`src/hw/rtl/assert_macros.svh`:
```
// ----------------------------------------------------------------------------
// assert_macros.svh
// Assertion helpers for the region table RTL.
// ----------------------------------------------------------------------------
`ifndef ASSERT_MACROS_SVH
`define ASSERT_MACROS_SVH

// Property must hold at every clock edge outside reset
`define RTIL_ASSERT(label, clk, rst_n, prop, msg) \
    label: assert property (@(posedge clk) disable iff (!rst_n) prop) else $error(msg);

// Condition must never be true outside reset
`define RTIL_ASSERT_NEVER(label, clk, rst_n, cond, msg) \
    label: assert property (@(posedge clk) disable iff (!rst_n) !(cond)) else $error(msg);

`endif

```
`src/hw/rtl/rtil_pkg.sv`:
```
// ----------------------------------------------------------------------------
// rtil_pkg
// Types, constants and helpers for the region table insert/lookup block.
// ----------------------------------------------------------------------------
`default_nettype none

package rtil_pkg;

    // Table geometry
    localparam int MAX_REGIONS = 16;
    localparam int ADDR_BITS   = 32;
    localparam int SLOT_W      = (MAX_REGIONS > 1) ? $clog2(MAX_REGIONS) : 1;
    localparam int CNT_W       = $clog2(MAX_REGIONS + 1);

    // Port field widths
    localparam int FIELD_W     = 32;
    localparam int OUT_SLOT_W  = 4;
    localparam int IN_TDATA_W  = 64;
    localparam int IN_TUSER_W  = 1;
    localparam int OUT_TDATA_W = 72;
    localparam int OUT_TUSER_W = 2;
    localparam int OUT_PAD_W   = OUT_TDATA_W - OUT_SLOT_W - 2 * FIELD_W;

    typedef logic [ADDR_BITS-1:0] t_rtil_addr;
    typedef logic [SLOT_W-1:0]    t_rtil_slot;
    typedef logic [CNT_W-1:0]     t_rtil_cnt;

    typedef enum logic {
        OP_INSERT = 1'b0,
        OP_LOOKUP = 1'b1
    } t_rtil_op;

    typedef enum logic [1:0] {
        ST_OK      = 2'd0,
        ST_OVERLAP = 2'd1,
        ST_FULL    = 2'd2,
        ST_MISS    = 2'd3
    } t_rtil_status;

    // Request token that walks the cell chain, collecting match results
    typedef struct packed {
        t_rtil_op   opcode;
        t_rtil_addr addr;
        t_rtil_addr len;
        logic       hit;
        logic       overlap;
        t_rtil_slot slot;
        t_rtil_addr hit_base;
        t_rtil_addr hit_len;
    } t_rtil_tok;

    // x < base + len, computed without wrap (as if the sum were one bit wider)
    function automatic logic fn_below_end(t_rtil_addr x, t_rtil_addr base, t_rtil_addr len);
        return (x < base) || ((x - base) < len);
    endfunction

endpackage

`default_nettype wire

```
`src/hw/rtl/rtil_cell.sv`:
```
// ----------------------------------------------------------------------------
// rtil_cell
// One table slot: stores a region and checks the passing token against it.
// ----------------------------------------------------------------------------
`default_nettype none

module rtil_cell (
    input  wire logic               i_clk,
    input  wire logic               i_rst_n,
    input  wire rtil_pkg::t_rtil_slot i_index,   // fixed slot number of this cell
    input  wire logic               i_used,      // slot holds a region
    input  wire logic               i_wr_en,
    input  wire rtil_pkg::t_rtil_addr i_wr_base,
    input  wire rtil_pkg::t_rtil_addr i_wr_len,
    input  wire logic               i_tok_valid,
    input  wire rtil_pkg::t_rtil_tok  i_tok,
    output logic                    o_tok_valid,
    output rtil_pkg::t_rtil_tok     o_tok
);
    import rtil_pkg::*;

    t_rtil_addr r_base;
    t_rtil_addr r_len;
    logic       r_tok_valid;
    t_rtil_tok  r_tok;
    t_rtil_tok  n_tok;
    logic       w_hit;
    logic       w_ovl;

    // Stored region, written once when the slot is filled
    always_ff @(posedge i_clk) begin
        if (i_wr_en) begin
            r_base <= i_wr_base;
            r_len  <= i_wr_len;
        end
    end

    // Compare the token against this slot
    always_comb begin
        w_hit = i_used && (i_tok.opcode == OP_LOOKUP) && !(i_tok.addr < r_base)
                && ((i_tok.addr - r_base) < r_len);
        w_ovl = i_used && (i_tok.opcode == OP_INSERT)
                && fn_below_end(r_base, i_tok.addr, i_tok.len)
                && fn_below_end(i_tok.addr, r_base, r_len);
        n_tok = i_tok;
        n_tok.overlap = i_tok.overlap | w_ovl;
        // later slots overwrite earlier ones: newest match wins
        if (w_hit) begin
            n_tok.hit      = 1'b1;
            n_tok.slot     = i_index;
            n_tok.hit_base = r_base;
            n_tok.hit_len  = r_len;
        end
    end

    // Hand the token to the next cell
    always_ff @(posedge i_clk) begin
        if (!i_rst_n) begin
            r_tok_valid <= 1'b0;
        end else begin
            r_tok_valid <= i_tok_valid;
        end
    end

    always_ff @(posedge i_clk) begin
        r_tok <= n_tok;
    end

    assign o_tok_valid = r_tok_valid;
    assign o_tok       = r_tok;

endmodule

`default_nettype wire

```
`config.mk`:
```
export PLATFORM = sky130hd
export DESIGN_NAME = rtil_cell
export DESIGN_NICKNAME = d
export VERILOG_FILES = /design/src/hw/rtl/assert_macros.svh /design/src/hw/rtl/rtil_pkg.sv /design/src/hw/rtl/rtil_cell.sv
export SDC_FILE = /design/constraint.sdc
export NUM_CORES = 1
export LEC_CHECK = 0
export BUFFER_PORTS_ARGS = -buffer_cell sky130_fd_sc_hd__clkbuf_2
export CORE_ASPECT_RATIO = 0.75
export CORE_MARGIN = 2
export CORE_UTILIZATION = 45
export CTS_CLUSTER_DIAMETER = 120
export DETAILED_ROUTE_END_ITERATION = 8
export PLACE_DENSITY = 0.72
export RECOVER_POWER = 50
export SYNTH_ARGS = -nofsm -noshare
export SYNTH_HDL_FRONTEND = slang
export SYNTH_SLANG_ARGS = --single-unit
```
`constraint.sdc`:
```
create_clock -name i_clk -period 12.2 [get_ports i_clk]
set_input_delay 1.22 -clock i_clk [delete_from_list [all_inputs] [get_ports i_clk]]
set_output_delay 1.22 -clock i_clk [all_outputs]
set_load 0.05 [all_outputs]
```
==> summary.txt <==
Top Layer Used: met4
Switching share of total power: 34.2%
Cells on worst reg2reg path: 17
N_diodes: 0
Root Driver: clkbuf_16
Placed insts: 1,629
Gate power share: 31.8%
CP startpoint kind: input pin
Dpl ws: 5.39 ns
Drt via density: 5.11
GP Congestion: 0.939
Hold_buf cts: 0
Status: finished with violations
Setup crit end kind: flip-flop
Setup CP Type: in2reg
Setup TNS Final: 0 ns
Mux contribution to synthesized area: 7.57%
Crit path required time: 12.53 ns
Post-synthesis xor/xnor area fraction: 4.73%
RSZ-0062 raised after global routing: no
DR vias: 8,491
Compound-Gate Fraction of Synth Area: 14.7%
Nets: 1,684
DR pass1 iterations: 4
Num Clock Sinks: 200
Power Dens Cells: 150 nW/um2
Commonest cells post-synth: inv_1, dfxtp_1, ha_1
CTS tree: done
Post-CTS setup repair buffer count: 0
CTS resizes: 0
Pin count of the biggest net entering global routing: 70
Wl on met1: 13,700 um
Synth Area in Adders: 15.3%
Reg-to-reg setup timing slack: 6.37 ns
Max Transition Viols Final: 65
Hold Path End: o_tok[5]
Cells along the critical path: clkbuf_1, inv_1, ha_1, nor2b_1, o31a_1, o21a_1, a21oi_1, o21ai_0, a211oi_1, o21ai_0, xor2_1, ha_1, a21o_1, a21o_1, a21oi_1, o21ai_0, a211oi_1, o2111a_4, mux2_2
Min-delay worst type: reg2reg
Port Buf Inserts: 343
Final min period: 6.49 ns
Dpl cell area: 12,500 um2
Synthesized flop and latch total: 200
First-pass GRT wire length: 45,000 um
Routed length per instance: 17.5 um
ANT nets after route: 0
Total gr overflow: 0
DR WL met3: 2400 um
Worst r2r dst: o_tok[9]
Worst Skew: 0.0114 ns
Synthesized area per cell: 10.3 um2
LEAKAGE: 6.39 nW
RR Startpoint: r_base[2]
Largest family of logic cells by synthesized area: adder cells
Fmax: 0.154 GHz
Clock buffer depth: 2
Post-Synth Simple-Gate Area: 7.07%
Starting density of the core: 45.9%
Synth Instances: 1,021
Slowest CP cell: o2111a_4
Final hold violations: 0
Ratio of cells with drive above 1 in the final layout: 27.5%
Synth Net Count: 1,357
Crit path largest cell delay: 0.96 ns
Die Span X: 181 um
Reg area: 4640 um2
Die Y: 137 um
Final Setup Violations: 0
Clock Power Share: 29.1%
Dpl hpwl: 23,600 um
Clock-pin transition on the worst setup and hold timing paths: 0.07 ns
Rel. slew slack: -145%
Power Internal: 1.28 mW
Core area: 23,000 um2
Cell area after synthesis: 10,600 um2
Worst setup margin: 5.71 ns
Fill cells: 2,085
H-tree levels: 4
Total CTS buffers: 17
Cell mode on critical path: o21ai_0
Initial antenna violation count: 0
Number of synthesized flops with an enable pin: 64
Max Cap Viol: 1
VDD IR max: 0.112 mV
Synth area leader: dfxtp_1
Net Sw Power: 668 uW
Tcrit/Tclk final: 53.2%
Final Core Density: 56.5%
Multi-input gate area: 5220 um2
Area grow syn2layout: 23.0%
Hold path start: r_len[5]
Most frequent cell after synthesis: inv_1
Die area: 24,700 um2
Worst Hold Depth: 1
Sequential-to-total area share from yosys stat: 44.0%
FFs w/ async S/R, synth: 0%
Synth area leaders: dfxtp_1, edfxtp_1, ha_1, mux2_2, inv_1
Detail Route met2 WL: 12,700 um
Fin cells: 1,661
Distinct cell type count after synthesis: 57
Top Ports: 344
Drt initial violations: 515
Vias in the first global route: 8,353
Crit path max fanout: 69
Insertion delay to the later sink of the worst-skew pair: 0.45 ns
Least-Margin Pin Slew: 3.67 ns
Violated checks: max-capacitance violations, max-slew violations
Top cell type's share of synthesized area: 25.8%
WL final: 29,100 um
Yosys warnings: 0
Tot GR Track Use: 23.6%
Drt drc: 0
Design Area, Final: 13,000 um2
Most used DFF post-synth: dfxtp_1
FP Rows: 48
Sequential fraction of design power: 39.2%
Arr. time, crit path: 6.82 ns
==> layout by cell type (no fill, tap or decap), drive strengths merged, types with 11 or more instances in the layout <==
cell type,instances
o21ai,50
a21o,43
dfxtp,136
a211oi,17
mux2,68
xnor2,38
xor2,19
nand2,33
inv,143
clkbuf,370
nand4,14
a21oi,73
edfxtp,64
nand3,11
ha,126
nor2,43
==> registers in the layout (all words and copies together), names as in the netlist <==
name         count
o_tok          135
r_len           32
r_base          32
o_tok_valid      1
==> routing by layer <==
layer / track usage, % / up-vias
li1: - / 4200
met1: 33.3 / 3924
met2: 36.3 / 353
met3: 5.99 / 14
met4: 5.69 / 0
met5: 0 / -
==> worst max-delay path, delay by kind of cell <==
| family | cells | cell delay [ns] |
|---|---|---|
| compound gates | 12 | 3.84 |
| fa+ha+maj | 2 | 0.63 |
| simple gates | 1 | 0.14 |
| buf+inv | 2 | 0.34 |
| mux | 1 | 0.42 |
| xor+xnor | 1 | 0.18 |
==> cell families after synthesis <==
family | Yosys count
simple gates | 151
compound gates | 242
flops | 200
xor+xnor | 57
fa+ha+maj | 128
mux | 68
buf+inv | 175
==> power groups by stage <==
stage	logic [mW]	registers (mW)	clock network [mW]
6_report	0.620	0.764	0.567
5_1_grt	0.680	0.769	0.603
4_1_cts	0.622	0.764	0.581
3_5_place_dp	0.617	0.779	0
3_3_place_gp	0.608	0.778	0
2_1_floorplan	0.326	0.891	0
==> worst max path at each step <==
stage	start	end	slack, ns	cells past startpoint
after floorplan	i_tok[102]	o_tok[58]	6.95	22
after global placement	i_tok[103]	o_tok[11]	5.58	19
after detailed placement	i_tok[103]	o_tok[7]	5.39	19
after CTS	i_tok[103]	o_tok[15]	5.82	19
after global routing	i_tok[103]	o_tok[9]	5.36	19
final	i_tok[103]	o_tok[9]	5.71	19
==> per-stage QoR <==
stage               power (mW)  hold WS [ns]
floorplan                 1.22         0.475
global placement          1.39         0.489
detailed placement        1.40         0.490
CTS                       1.97         0.507
global route              2.05         0.522
finish                    1.95         0.506
==> layout make-up <==
cell class	count	area share, %
sequential	200	35.7
tap	300	2.89
clock buffer	27	4.29
clock inverter	5	0.318
timing repair buffer	344	12.6
inverter	139	4.02
multi-input combinational	646	40.2
Note: power is estimated with default switching activity, not from simulation.
